--- src/design/spt_pkg.sv ---
`default_nettype none
package spt_pkg;

   localparam int CHANNELS  = 4;
   localparam int FRAC_BITS = 16;
   localparam int ANG_W     = 24;
   localparam int PULSE_W   = 15;
   localparam int ZONE_W    = 8;
   localparam int SPEED_W   = 8;
   localparam int NUM_W     = 27;
   localparam int DVD_W     = 44;
   localparam int DVS_W     = 36;
   localparam int ACC_W     = 44;
   localparam int CNT_W     = $clog2(DVD_W + 1);
   localparam int RECIP_W     = 25;
   localparam int RECIP_SHIFT = 32;

   localparam logic [ANG_W-1:0] ONE_DEG    = ANG_W'(1 << FRAC_BITS);
   localparam logic [ANG_W-1:0] FULL_DEG   = ANG_W'(180 << FRAC_BITS);
   localparam logic [ANG_W-1:0] CENTER_DEG = ANG_W'(90 << FRAC_BITS);

   // ceil(2^32 / 180), exact for dividends below 2^24
   localparam logic [RECIP_W-1:0] RECIP_180 = 25'd23860930;

   localparam logic [2:0] ACT_TICK    = 3'd0;
   localparam logic [2:0] ACT_MOVE    = 3'd1;
   localparam logic [2:0] ACT_SET     = 3'd2;
   localparam logic [2:0] ACT_SPEED   = 3'd3;
   localparam logic [2:0] ACT_DISABLE = 3'd4;

   localparam logic [1:0] CSR_PULSE_MIN = 2'd0;
   localparam logic [1:0] CSR_PULSE_MAX = 2'd1;
   localparam logic [1:0] CSR_ACCEL     = 2'd2;
   localparam logic [1:0] CSR_DEF_SPEED = 2'd3;

   localparam logic [PULSE_W-1:0] RST_PULSE_MIN = 15'd500;
   localparam logic [PULSE_W-1:0] RST_PULSE_MAX = 15'd2400;
   localparam logic [ZONE_W-1:0]  RST_ACCEL     = 8'd10;
   localparam logic [SPEED_W-1:0] RST_SPEED     = 8'd10;

   typedef struct packed {
      logic [2:0]         action;
      logic [1:0]         channel;
      logic [ANG_W-1:0]   angle;
      logic [SPEED_W-1:0] speed;
   } req_type;

   typedef struct packed {
      logic [1:0]         out_channel;
      logic [PULSE_W-1:0] compare_us;
      logic [ANG_W-1:0]   position;
      logic               in_motion;
      logic               pwm_enabled;
      logic               last;
   } rsp_type;

endpackage
`default_nettype wire

--- src/design/spt_divider.sv ---
`default_nettype none
module spt_divider (
   input  wire logic                       clock,
   input  wire logic                       reset,
   input  wire logic                       start,
   input  wire logic [spt_pkg::DVD_W-1:0]  dividend,
   input  wire logic [spt_pkg::DVS_W-1:0]  divisor,
   output logic                            done,
   output logic [spt_pkg::DVD_W-1:0]       quotient
);
   import spt_pkg::*;

   logic             busy_ff, busy_in;
   logic             done_ff, done_in;
   logic [CNT_W-1:0] cnt_ff, cnt_in;
   logic [DVS_W-1:0] rem_ff, rem_in;
   logic [DVS_W-1:0] dvs_ff, dvs_in;
   logic [DVD_W-1:0] quo_ff, quo_in;
   logic [DVS_W:0]   trial;
   logic [DVS_W:0]   diff;
   logic             fits;

   always_comb begin
      trial   = {rem_ff, quo_ff[DVD_W-1]};
      fits    = trial >= {1'b0, dvs_ff};
      diff    = trial - {1'b0, dvs_ff};
      busy_in = busy_ff;
      done_in = 1'b0;
      cnt_in  = cnt_ff;
      rem_in  = rem_ff;
      dvs_in  = dvs_ff;
      quo_in  = quo_ff;
      if (start) begin
         busy_in = 1'b1;
         cnt_in  = CNT_W'(DVD_W);
         rem_in  = '0;
         dvs_in  = divisor;
         quo_in  = dividend;
      end else if (busy_ff) begin
         rem_in = fits ? diff[DVS_W-1:0] : trial[DVS_W-1:0];
         quo_in = {quo_ff[DVD_W-2:0], fits};
         cnt_in = cnt_ff - 1'b1;
         if (cnt_ff == CNT_W'(1)) begin
            busy_in = 1'b0;
            done_in = 1'b1;
         end
      end
   end

   always_ff @(posedge clock) begin
      if (reset) begin
         busy_ff <= 1'b0;
         done_ff <= 1'b0;
         cnt_ff  <= '0;
      end else begin
         busy_ff <= busy_in;
         done_ff <= done_in;
         cnt_ff  <= cnt_in;
      end
      rem_ff <= rem_in;
      dvs_ff <= dvs_in;
      quo_ff <= quo_in;
   end

   assign done     = done_ff;
   assign quotient = quo_ff;

endmodule
`default_nettype wire

--- src/design/servo_trapezoid_profiler.sv ---
`default_nettype none
// Four-channel servo motion profiler. A request is taken when start is high and busy
// is low; results appear one per cycle of rsp_strobe and cannot be stalled, so the
// receiver must take every strobe. The step size runs through one bit-serial divider;
// the pulse width uses a reciprocal multiply. A move, set or speed request keeps busy
// high through states CMD and PM1 to PM4, a disable through SEL and PM1 to PM4 for each
// channel, and a tick through SEL per idle channel, SEL, T1 and PM1 to PM4 per channel
// that snaps to its goal, and SEL, T1 to T4, TDIV and PM1 to PM4 per channel that steps.
module servo_trapezoid_profiler (
   input  wire logic                               clock,
   input  wire logic                               reset,
   input  wire logic                               start,
   output logic                                    busy,
   input  wire spt_pkg::req_type                   req_payload,
   output logic                                    rsp_strobe,
   output spt_pkg::rsp_type                        rsp_payload,
   input  wire logic                               csr_we,
   input  wire logic [1:0]                         csr_index,
   input  wire logic [spt_pkg::PULSE_W-1:0]        csr_wdata
);
   import spt_pkg::*;

   localparam int CH_W = (CHANNELS > 1) ? $clog2(CHANNELS) : 1;
   localparam int PQ_W = ANG_W + RECIP_W;

   typedef enum logic [11:0] {
      ST_IDLE = 12'b000000000001,
      ST_CMD  = 12'b000000000010,
      ST_SEL  = 12'b000000000100,
      ST_T1   = 12'b000000001000,
      ST_T2   = 12'b000000010000,
      ST_T3   = 12'b000000100000,
      ST_T4   = 12'b000001000000,
      ST_TDIV = 12'b000010000000,
      ST_PM1  = 12'b000100000000,
      ST_PM2  = 12'b001000000000,
      ST_PM3  = 12'b010000000000,
      ST_PM4  = 12'b100000000000
   } state_type;

   state_type state_ff, state_in;
   req_type   req_ff, req_in;
   logic [CH_W-1:0] idx_ff, idx_in;

   logic [PULSE_W-1:0] pmin_ff, pmin_in, pmax_ff, pmax_in;
   logic [ZONE_W-1:0]  accel_ff, accel_in;
   logic [SPEED_W-1:0] dspd_ff, dspd_in;

   logic [ANG_W-1:0]   now_ff [CHANNELS];
   logic [ANG_W-1:0]   now_in [CHANNELS];
   logic [ANG_W-1:0]   goal_ff [CHANNELS];
   logic [ANG_W-1:0]   goal_in [CHANNELS];
   logic [ANG_W-1:0]   trav_ff [CHANNELS];
   logic [ANG_W-1:0]   trav_in [CHANNELS];
   logic [SPEED_W-1:0] mspd_ff [CHANNELS];
   logic [SPEED_W-1:0] mspd_in [CHANNELS];
   logic [CHANNELS-1:0] moving_ff, moving_in;
   logic               on_ff, on_in;

   logic [ANG_W-1:0]   rem_ff, rem_in, total_ff, total_in;
   logic [ANG_W-1:0]   zone_ff, zone_in, dist_ff, dist_in;
   logic [NUM_W-1:0]   num_ff, num_in, z5_ff, z5_in;
   logic [SPEED_W-1:0] spd_ff, spd_in;
   logic signed [ACC_W-1:0] acc_ff, acc_in;
   logic [ANG_W-1:0]   px_ff, px_in;

   logic               rsp_strobe_ff, rsp_strobe_in;
   rsp_type            rsp_ff, rsp_in;

   logic               div_start, div_done;
   logic [DVD_W-1:0]   div_dividend, div_quotient;
   logic [DVS_W-1:0]   div_divisor;

   logic [ANG_W-1:0]   cur_now, cur_goal, zone0, diff, step24;
   logic [DVD_W-1:0]   step;
   logic               ramp_ok, any_above;
   logic signed [ACC_W-1:0] a_s, d_s, pnum;
   logic [PQ_W-1:0]    pq;

   spt_divider u_div (
      .clock    (clock),
      .reset    (reset),
      .start    (div_start),
      .dividend (div_dividend),
      .divisor  (div_divisor),
      .done     (div_done),
      .quotient (div_quotient)
   );

   always_comb begin
      state_in = state_ff;
      req_in   = req_ff;
      idx_in   = idx_ff;
      pmin_in  = pmin_ff;
      pmax_in  = pmax_ff;
      accel_in = accel_ff;
      dspd_in  = dspd_ff;
      now_in   = now_ff;
      goal_in  = goal_ff;
      trav_in  = trav_ff;
      mspd_in  = mspd_ff;
      moving_in = moving_ff;
      on_in    = on_ff;
      rem_in   = rem_ff;
      total_in = total_ff;
      zone_in  = zone_ff;
      dist_in  = dist_ff;
      num_in   = num_ff;
      z5_in    = z5_ff;
      spd_in   = spd_ff;
      acc_in   = acc_ff;
      px_in    = px_ff;
      rsp_strobe_in = 1'b0;
      rsp_in   = rsp_ff;
      div_start    = 1'b0;
      div_dividend = '0;
      div_divisor  = '0;

      cur_now  = now_ff[idx_ff];
      cur_goal = goal_ff[idx_ff];
      zone0    = ANG_W'({accel_ff, 16'b0} >> (16 - FRAC_BITS));
      ramp_ok  = (28'(zone_ff) * 28'd10) > 28'(ONE_DEG);
      step     = (div_quotient == '0) ? DVD_W'(1) : div_quotient;
      step24   = ANG_W'(step);
      diff     = (cur_goal > cur_now) ? cur_goal - cur_now : cur_now - cur_goal;
      a_s      = ACC_W'($signed({1'b0, cur_now}));
      d_s      = ACC_W'($signed({1'b0, pmax_ff})) - ACC_W'($signed({1'b0, pmin_ff}));
      pnum     = (acc_ff <<< 1) + ACC_W'($signed({1'b0, FULL_DEG}));
      pq       = PQ_W'(px_ff) * PQ_W'(RECIP_180);
      any_above = 1'b0;
      for (int j = 0; j < CHANNELS; j++) begin
         if (CH_W'(j) > idx_ff && moving_ff[j]) begin
            any_above = 1'b1;
         end
      end

      if (csr_we) begin
         unique case (csr_index)
            CSR_PULSE_MIN: pmin_in  = csr_wdata;
            CSR_PULSE_MAX: pmax_in  = csr_wdata;
            CSR_ACCEL:     accel_in = csr_wdata[ZONE_W-1:0];
            CSR_DEF_SPEED: dspd_in  = csr_wdata[SPEED_W-1:0];
            default: ;
         endcase
      end

      unique case (state_ff)
         ST_IDLE: begin
            if (start) begin
               req_in = req_payload;
               if (req_payload.angle > FULL_DEG) begin
                  req_in.angle = FULL_DEG;
               end
               idx_in = '0;
               if (req_payload.action == ACT_TICK) begin
                  state_in = ST_SEL;
               end else if (req_payload.action == ACT_DISABLE) begin
                  on_in     = 1'b0;
                  moving_in = '0;
                  state_in  = ST_SEL;
               end else if ((req_payload.action == ACT_MOVE ||
                             req_payload.action == ACT_SET ||
                             req_payload.action == ACT_SPEED) &&
                            32'(req_payload.channel) < CHANNELS) begin
                  idx_in   = CH_W'(req_payload.channel);
                  state_in = ST_CMD;
               end
            end
         end
         ST_CMD: begin
            priority if (req_ff.action == ACT_MOVE) begin
               trav_in[idx_ff] = (req_ff.angle > cur_now) ? req_ff.angle - cur_now
                                                          : cur_now - req_ff.angle;
               goal_in[idx_ff] = req_ff.angle;
               mspd_in[idx_ff] = (req_ff.speed == '0) ? dspd_ff : req_ff.speed;
               moving_in[idx_ff] = 1'b1;
            end else if (req_ff.action == ACT_SET) begin
               now_in[idx_ff]    = req_ff.angle;
               goal_in[idx_ff]   = req_ff.angle;
               moving_in[idx_ff] = 1'b0;
            end else begin
               mspd_in[idx_ff] = (req_ff.speed == '0) ? SPEED_W'(1) : req_ff.speed;
            end
            state_in = ST_PM1;
         end
         ST_SEL: begin
            if (req_ff.action == ACT_TICK && !moving_ff[idx_ff]) begin
               if (idx_ff == CH_W'(CHANNELS - 1)) begin
                  state_in = ST_IDLE;
               end else begin
                  idx_in = idx_ff + 1'b1;
               end
            end else if (req_ff.action == ACT_TICK) begin
               state_in = ST_T1;
            end else begin
               state_in = ST_PM1;
            end
         end
         ST_T1: begin
            rem_in = diff;
            if (27'(diff) * 27'd5 < 27'(ONE_DEG)) begin
               now_in[idx_ff]    = cur_goal;
               moving_in[idx_ff] = 1'b0;
               state_in = ST_PM1;
            end else begin
               total_in = (trav_ff[idx_ff] < ONE_DEG) ? ONE_DEG : trav_ff[idx_ff];
               spd_in   = (mspd_ff[idx_ff] == '0) ? SPEED_W'(1) : mspd_ff[idx_ff];
               state_in = ST_T2;
            end
         end
         ST_T2: begin
            zone_in  = ({1'b0, zone0} << 1 > {1'b0, total_ff}) ? total_ff >> 1 : zone0;
            dist_in  = (rem_ff > total_ff) ? '0 : total_ff - rem_ff;
            state_in = ST_T3;
         end
         ST_T3: begin
            if (ramp_ok && dist_ff < zone_ff) begin
               num_in = NUM_W'(zone_ff) + (NUM_W'(dist_ff) << 2);
            end else if (ramp_ok && rem_ff < zone_ff) begin
               num_in = NUM_W'(zone_ff) + (NUM_W'(rem_ff) << 2);
            end else begin
               num_in = '0;
            end
            z5_in    = NUM_W'(zone_ff) * NUM_W'(5);
            state_in = ST_T4;
         end
         ST_T4: begin
            div_start = 1'b1;
            if (num_ff != '0) begin
               div_dividend = DVD_W'(num_ff) << FRAC_BITS;
               div_divisor  = DVS_W'(z5_ff) * DVS_W'(spd_ff);
            end else begin
               div_dividend = DVD_W'(ONE_DEG);
               div_divisor  = DVS_W'(spd_ff);
            end
            state_in = ST_TDIV;
         end
         ST_TDIV: begin
            if (div_done) begin
               if (DVD_W'(diff) > step) begin
                  now_in[idx_ff] = (cur_goal > cur_now) ? cur_now + step24
                                                        : cur_now - step24;
               end else begin
                  now_in[idx_ff] = cur_goal;
               end
               state_in = ST_PM1;
            end
         end
         ST_PM1: begin
            acc_in   = ACC_W'(pmin_ff) * ACC_W'(FULL_DEG);
            state_in = ST_PM2;
         end
         ST_PM2: begin
            acc_in   = acc_ff + a_s * d_s;
            state_in = ST_PM3;
         end
         ST_PM3: begin
            // divide by 2*180*2^F: shift out 2^(F+1), then divide by 180
            px_in    = pnum[ACC_W-1] ? '0 : ANG_W'(pnum >> (FRAC_BITS + 1));
            state_in = ST_PM4;
         end
         ST_PM4: begin
            rsp_strobe_in        = 1'b1;
            rsp_in.out_channel   = 2'(idx_ff);
            rsp_in.compare_us    = pq[RECIP_SHIFT +: PULSE_W];
            rsp_in.position      = cur_now;
            rsp_in.in_motion     = moving_ff[idx_ff];
            rsp_in.pwm_enabled   = on_ff;
            if (req_ff.action == ACT_TICK) begin
               rsp_in.last = !any_above;
            end else if (req_ff.action == ACT_DISABLE) begin
               rsp_in.last = (idx_ff == CH_W'(CHANNELS - 1));
            end else begin
               rsp_in.last = 1'b1;
            end
            if (req_ff.action != ACT_TICK && req_ff.action != ACT_DISABLE) begin
               state_in = ST_IDLE;
            end else if (idx_ff == CH_W'(CHANNELS - 1)) begin
               state_in = ST_IDLE;
            end else begin
               idx_in   = idx_ff + 1'b1;
               state_in = ST_SEL;
            end
         end
         default: state_in = ST_IDLE;
      endcase
   end

   always_ff @(posedge clock) begin
      if (reset) begin
         state_ff <= ST_IDLE;
         pmin_ff  <= RST_PULSE_MIN;
         pmax_ff  <= RST_PULSE_MAX;
         accel_ff <= RST_ACCEL;
         dspd_ff  <= RST_SPEED;
         for (int i = 0; i < CHANNELS; i++) begin
            now_ff[i]  <= CENTER_DEG;
            goal_ff[i] <= CENTER_DEG;
            trav_ff[i] <= '0;
            mspd_ff[i] <= RST_SPEED;
         end
         moving_ff     <= '0;
         on_ff         <= 1'b1;
         rsp_strobe_ff <= 1'b0;
         idx_ff        <= '0;
      end else begin
         state_ff <= state_in;
         pmin_ff  <= pmin_in;
         pmax_ff  <= pmax_in;
         accel_ff <= accel_in;
         dspd_ff  <= dspd_in;
         now_ff   <= now_in;
         goal_ff  <= goal_in;
         trav_ff  <= trav_in;
         mspd_ff  <= mspd_in;
         moving_ff     <= moving_in;
         on_ff         <= on_in;
         rsp_strobe_ff <= rsp_strobe_in;
         idx_ff        <= idx_in;
      end
      req_ff   <= req_in;
      rem_ff   <= rem_in;
      total_ff <= total_in;
      zone_ff  <= zone_in;
      dist_ff  <= dist_in;
      num_ff   <= num_in;
      z5_ff    <= z5_in;
      spd_ff   <= spd_in;
      acc_ff   <= acc_in;
      px_ff    <= px_in;
      rsp_ff   <= rsp_in;
   end

   assign busy        = (state_ff != ST_IDLE);
   assign rsp_strobe  = rsp_strobe_ff;
   assign rsp_payload = rsp_ff;

endmodule
`default_nettype wire

--- config.mk ---
export PLATFORM = sky130hd
export DESIGN_NAME = servo_trapezoid_profiler
export DESIGN_NICKNAME = d
export VERILOG_FILES = /design/src/design/spt_pkg.sv /design/src/design/spt_divider.sv /design/src/design/servo_trapezoid_profiler.sv
export SDC_FILE = /design/constraint.sdc
export NUM_CORES = 2
export LEC_CHECK = 0
export BUFFER_PORTS_ARGS = -buffer_cell sky130_fd_sc_hd__clkbuf_2
export CAP_MARGIN = 5
export CORE_ASPECT_RATIO = 0.5
export CORE_MARGIN = 2
export CORE_UTILIZATION = 65
export CTS_BUF_LIST = sky130_fd_sc_hd__clkbuf_8
export DETAILED_ROUTE_END_ITERATION = 12
export GPL_TIMING_DRIVEN = 1
export MAX_ROUTING_LAYER = met4
export PLACE_DENSITY = 0.86
export RECOVER_POWER = 100
export SYNTH_ARGS = -nofsm -noshare
export SYNTH_HDL_FRONTEND = slang
export SYNTH_SLANG_ARGS = --single-unit
--- constraint.sdc ---
create_clock -name clock -period 15.45 [get_ports clock]
set_input_delay 3.09 -clock clock [delete_from_list [all_inputs] [get_ports clock]]
set_output_delay 3.09 -clock clock [all_outputs]
set_load 0.01 [all_outputs]
# After elaboration in Yosys (flattened, before gate mapping)

Cells that the tools add are included.

Bitwise logic cells: 7
Magnitude comparators: 20
Reductions and logical operators: 45
Add/sub/neg operators: 15
Muxes and demuxes: 94
Equality and inequality tests: 39
Multiply operators: 7

Operators by type and width:

| kind                                                                   | number |
|---|---|
| 96-bit two-way mux                                                     | 7 |
| 96-bit bitwise mux                                                     | 5 |
| 96-bit case mux with 3 select lines                                    | 1 |
| 24-bit two-way mux                                                     | 10 |
| 24-bit binary-select mux with 2-bit select                             | 3 |
| 12-bit case mux with 12 select lines                                   | 1 |
| 24-bit subtractor                                                      | 6 |
| 44-bit two-way mux                                                     | 3 |
| 44-bit case mux with 2 select lines                                    | 1 |
| 43-bit two-way mux                                                     | 2 |
| 12-bit two-way mux                                                     | 7 |
| 24-bit by 3-bit multiplier with 27-bit output (second input constant)  | 3 |
| 24-bit > comparator                                                    | 3 |
| 32-bit bitwise mux                                                     | 2 |
| 32-bit two-way mux                                                     | 2 |
| 24-bit by 26-bit adder with 27-bit output                              | 2 |
| 27-bit two-way mux                                                     | 2 |
| 24-bit demux with 2-bit select                                         | 1 |
| 24-bit less-than comparator                                            | 2 |
| 8-bit two-way mux                                                      | 6 |
| 24-bit by 24-bit multiplier with 46-bit output (second input constant) | 1 |
| 44-bit by 25-bit adder with 44-bit output (second input constant)      | 1 |
| 44-bit by 41-bit adder with 44-bit output                              | 1 |
| 24-bit by 44-bit > comparator with 1-bit output                        | 1 |
| other kinds (78)                                                       | 154 |

Flip-flop bits (word level): 815
Bits of input ports: 58
Output and inout bits: 46

# Longest topological paths before layout

Depth after elaboration: 10
Depth in mapped cells: 42
Mapped depth without buffers: 41

# Cells and area by module

From an unflattened synthesis, not the netlist that was laid out.

Cells, all modules: 8542
Area, all modules: 78557.8 sq um

By module, submodules not included:

| module                   | seq. area each (sq um) | area each (sq um) | cells an instance | times used |
|---|---|---|---|---|
| servo_trapezoid_profiler | 16856.2                | 71471.0           | 7843              | 1 |
| spt_divider              | 3283.1                 | 7086.8            | 699               | 1 |

# Worst setup path before layout

OpenSTA, ideal clock, no wires.

Path type: register -> register
Start point: reg idx_ff[0]
End point: reg spd_ff[0] (enable)
Arrival: 9607 ps
Path slack: 5431 ps
Data required time: 15038 ps
Clock period less this slack: 10019 ps
Cell stages (with the launch flop): 37
Library setup time: 412 ps
Cell sequence: dfxtp_1 clkbuf_1 clkbuf_1 buf_2 buf_1 buf_1 mux2i_1 nand2_1 o21ai_1 inv_1 ha_1 inv_1 fa_1 nand3_1 a211oi_1 a211oi_1 o211ai_1 nand2_1 clkbuf_1 clkbuf_1 clkbuf_1 nor2_1 nor2_1 a21oi_1 xnor2_1 ha_1 ha_1 a21o_1 a211oi_1 o21ai_0 a221o_1 a41oi_2 a31o_1 mux2i_1 a22oi_1 o31ai_1 inv_1

Word-level cells in the longest chain between the ends: 10

RTL lines:

| what                                                      | RTL line                        | source |
|---|---|---|
| start: declaration                                        | servo_trapezoid_profiler.sv:43  | `logic [CH_W-1:0] idx_ff, idx_in;` |
| start signal: assignment                                  | servo_trapezoid_profiler.sv:319 | `idx_ff <= idx_in;` |
| 2-bit NOT with 3-bit output (not written as such) *       | servo_trapezoid_profiler.sv:119 | `cur_now = now_ff[idx_ff];` |
| 24-bit binary-select mux with 2-bit select *              | servo_trapezoid_profiler.sv:119 |  |
| 24-bit two-way mux (not written as such) * (2 in series)  | servo_trapezoid_profiler.sv:119 |  |
| named net cur_now[0]                                      | servo_trapezoid_profiler.sv:74  | `logic [ANG_W-1:0] cur_now, cur_goal, zone0, diff, step24;` |
| 24-bit subtractor or 24-bit > comparator (tied branches)  | servo_trapezoid_profiler.sv:125 | `diff = (cur_goal > cur_now) ? cur_goal - cur_now : cur_now - cur_goal;` |
| 24-bit two-way mux *                                      | servo_trapezoid_profiler.sv:125 |  |
| named net diff[14]                                        | servo_trapezoid_profiler.sv:74  |  |
| 24-bit by 3-bit multiplier with 27-bit output *           | servo_trapezoid_profiler.sv:201 | `if (27'(diff) * 27'd5 < 27'(ONE_DEG)) begin` |
| 27-bit by 17-bit less-than comparator with 1-bit output * | servo_trapezoid_profiler.sv:201 |  |
| 1-bit NOT (no source line) *                              | -                               |  |
| 2-bit AND reduction (no source line) *                    | -                               |  |
| end signal: assignment                                    | servo_trapezoid_profiler.sv:328 | `spd_ff <= spd_in;` |
| end: declaration                                          | servo_trapezoid_profiler.sv:63  | `logic [SPEED_W-1:0] spd_ff, spd_in;` |

The timed path passes the listed nets; every way through them passes the cells marked *. The select of a mux whose other input is x is not followed.
A chain may end at the register's enable or synchronous reset.

# Worst setup path in the final report

Start point: reg idx_ff[1]
End point: reg now_ff[74] (netlist name)

Word-level cells in the longest chain between the ends: 10

RTL lines:

| what                                                                                                             | RTL line                                                         | source |
|---|---|---|
| 2-bit NOT with 3-bit output (not written as such) *                                                              | servo_trapezoid_profiler.sv:119, servo_trapezoid_profiler.sv:120 |  |
| 24-bit binary-select mux with 2-bit select (on tied branches)                                                    | servo_trapezoid_profiler.sv:119, servo_trapezoid_profiler.sv:120 |  |
| 24-bit two-way mux (on tied branches) (2 in series)                                                              | servo_trapezoid_profiler.sv:119, servo_trapezoid_profiler.sv:120 |  |
| 24-bit subtractor or 24-bit > comparator (tied branches)                                                         | servo_trapezoid_profiler.sv:125                                  |  |
| 24-bit two-way mux *                                                                                             | servo_trapezoid_profiler.sv:125                                  |  |
| named net diff[20]                                                                                               | servo_trapezoid_profiler.sv:74                                   |  |
| 24-bit by 3-bit multiplier with 27-bit output or 24-bit by 44-bit > comparator with 1-bit output (tied branches) | servo_trapezoid_profiler.sv:201, servo_trapezoid_profiler.sv:240 |  |
| 27-bit by 17-bit less-than comparator with 1-bit output or 96-bit two-way mux (tied branches)                    | servo_trapezoid_profiler.sv:201, servo_trapezoid_profiler.sv:240 |  |
| 2-bit != test (no source line) or 96-bit two-way mux (tied branches)                                             | -                                                                |  |
| 5-bit AND reduction (no source line) or 96-bit case mux with 3 select lines (tied branches)                      | -                                                                |  |
| end signal: assignment                                                                                           | servo_trapezoid_profiler.sv:312                                  | `now_ff <= now_in;` |
| end: declaration                                                                                                 | servo_trapezoid_profiler.sv:49                                   | `logic [ANG_W-1:0] now_ff [CHANNELS];` |

Marks and branches as above.

==> results.py <==
metrics = {
    "setup_path": {
        "cp_data_required_time_ps": 16220,
        "r2r_end": "now_ff[74]",
        "r2r_cells": 30,
        "path_max_fanout": 34,
        "endpoint_kind": "register",
        "crit_top_cell": "ha_1",
        "path_class": "reg2reg",
        "r2r_setup_slack_ps": 2200,
        "cp-start-kind": "register",
        "critPathSlowestCell": "dfxtp_1",
        "max_stage_delay_ps": 1720,
        "arrival_ps": 14030,
        "r2r-start": "idx_ff[1]",
    },
    "routing": {
        "top_layer": "met4",
        "routed_wl_um": 219000,
        "drt_iter0_markers": 6722,
        "avgViaCountPerCell": 6.12,
        "vias": 61700,
        "wl_met3_um": 24600,
        "ant_nets": 0,
        "drc": 0,
        "wl_met2_um": 96100,
        "drtPass1Iterations": 6,
        "post_drt_wl_per_cell_um": 21.7,
        "drt-met1-wl_um": 89700,
    },
    "placed_design": {
        "post_dp_cell_area_um2": 79500,
        "gp_congestion": 1.03,
        "place_inst": 9856,
        "post-dp-hpwl_um": 170000,
        "io_buffers": 103,
    },
    "synth": {
        "synthesis.area_um2": 77400,
        "synth_common_cells": "inv_1, nand2_1, ha_1",
        "yosys_warnings": 0,
        "synth_ff_type": "dfxtp_1",
        "synth_edf_count": 383,
        "avgSynthCellArea_um2": 9.24,
        "synth_area_leader_cell": "fa_1",
        "synthDistinctLibCells": 93,
        "ys_ff_latch": 813,
        "synthArstFlopShare_pct": 0,
        "synthTopCellsByArea": "fa_1, edfxtp_1, ha_1",
        "synth_seq_area_share_pct": 26.0,
        "synth_cells": 8378,
        "syn_nets": 10000,
        "netlist.area_leader.share_pct": 18.3,
        "synth_most_common_cell": "inv_1",
    },
    "timing": {
        "hold_viol": 0,
        "tightest_slew_ps": 6470,
        "drv_slew": 886,
        "relSlewSlack_pct": -332,
        "finClkSkew_ps": 85.8,
        "setup_violations": 0,
        "rsz0062_at_grt": "no",
        "setup_tns_ps": 0,
        "fin_crit_sh_pct": 85.8,
        "finalCriticalPeriod_ps": 13250,
        "fmax_mhz": 75.5,
    },
    "worst_hold_path": {
        "min_to": "rsp_payload[1]",
        "worstHoldStart": "on_ff",
        "min_path_cells": 0,
        "hp-class": "reg2reg",
    },
    "grt": {
        "grt_pass1_wl_um": 340000,
        "antenna_found_initial": 9,
        "grt_overflow": 0,
        "grt_max_degree": 130,
        "grt_pass1_vias": 60700,
        "track_usage_pct": 36.9,
    },
    "floorplan": {
        "core_area_um2": 118000,
        "die-area_um2": 122000,
        "num_io_pins": 104,
        "die_w_um": 492,
        "dieHeight_um": 248,
        "num_rows": 89,
        "initial_core_util_pct": 65.6,
    },
    "clock_tree": {
        "ctsHoldBuffers": 0,
        "clockRootBuffer": "clkbuf_8",
        "cts_buffer_depth": 3,
        "cts_tree": "built",
        "cts_made_buffers": 118,
        "post_cts_buffers": 0,
        "insertion_delay_ps": 900,
        "cts_resized": 0,
        "clock-sinks": 813,
        "htreeDepth": 3,
        "clkTransAtPathRegs_ps": 70,
    },
    "pwr": {
        "leakagePower_nw": 37.8,
        "power.total_mw": 16.8,
        "irDropWorstVdd_uv": 452,
        "power_density_nw_per_um2": 205,
    },
    "final_layout": {
        "drive_above_1_share_pct": 5.31,
        "fin_area_um2": 82000,
        "nNetsFinal": 10000,
        "final_cells": 10100,
        "area_growth_pct": 5.82,
    },
    "status": {
        "violations": "capacitance limit, slew limit",
        "status": "complete, but fails checks",
    },
    "run": {
        "cap_violations": 17,
    },
}
## report_power, final
part,total [mW],leakage (nW),internal (mW),switching [mW]
sequential,2.50,6.87,2.38,0.121
combinational,12.3,29.4,4.79,7.55
clock,1.98,1.48,1.02,0.960
## cell type report
type	instances	area [µm²]
Tap cell	1592	1990
Antenna cell	5	12.5
Fill cell	8896	36100
Clock inverter	83	693
Inverter	1214	4560
Timing Repair Buffer	182	958
Multi-Input combinational cell	6055	51700
Sequential cell	813	20100
Clock buffer	141	1940
## logic make-up (layout without fill, tap and decap cells)
kind of cell	count (synthesis)	count (layout)	synth area share (%)
AND/OR/NAND/NOR	2498	2498	14.6
adder cells (fa/ha/maj)	1566	1566	32.1
buffers and inverters	1510	1620	7.41
AO/OA/AOI/OAI	1425	1425	11.8
flip-flops	813	813	26.0
XOR/XNOR	311	311	3.54
multiplexers	254	254	4.52
other	1	6	0.00484
## critical path, delay by kind of cell (launching register included)
family | cells | cell delay, ps
buffers and inverters | 4 | 2600
AOI/OAI and AO/OA | 10 | 2180
muxes | 3 | 1270
DFF | 1 | 1720
xor gates and xnor gates | 1 | 470
and+or+nand+nor | 9 | 3680
adders and majority gates | 3 | 1130
## worst max path at each step
stage | startpoint | endpoint | slack (ps) | depth (start not counted)
5_1_grt | idx_ff[1] | now_ff[74] | 1880 | 30
4_1_cts | idx_ff[0] | now_ff[68] | 4490 | 32
6_report | idx_ff[1] | now_ff[74] | 2200 | 30
3_5_place_dp | idx_ff[0] | now_ff[68] | 4510 | 32
2_1_floorplan | idx_ff[0] | spd_ff[0] | 5430 | 36
3_3_place_gp | idx_ff[0] | now_ff[83] | 4620 | 31
## per-stage QoR
stage	utilization, %	hold slack [ps]	setup WS, ps
6_report	69.4	454	2200
5_1_grt	69.4	469	1880
4_1_cts	69.6	453	4490
3_5_place_dp	67.4	437	4510
3_3_place_gp	67.4	418	4620
2_1_floorplan	-	409	5430
## metal layers
layer	global-route usage (%)	vias to the layer above
li1	-	28100
met4	12.1	0
met2	55.8	3218
met3	8.82	537
met1	49.3	29900
met5	-	-
## layout by cell type (no fill, tap or decap), types with 176 or more instances in the layout
cell type  instances
a21oi_1          472
inv_1           1237
ha_1             860
o21ai_0          244
edfxtp_1         383
and2_1           176
dfxtp_1          429
nor2_1           542
fa_1             706
xnor2_1          209
a21o_1           176
nand2_1         1113
## registers in the layout (all words and copies together), names as in the netlist, 27 cells and up
signal / flops
mspd_ff: 32
u_div.dvs_ff: 35
now_ff: 96
rsp_payload: 44
goal_ff: 96
z5_ff: 27
acc_ff: 43
trav_ff: 96
req_ff: 35
u_div.quotient: 44
u_div.rem_ff: 36
num_ff: 27
(Power assumes the default switching activity.)
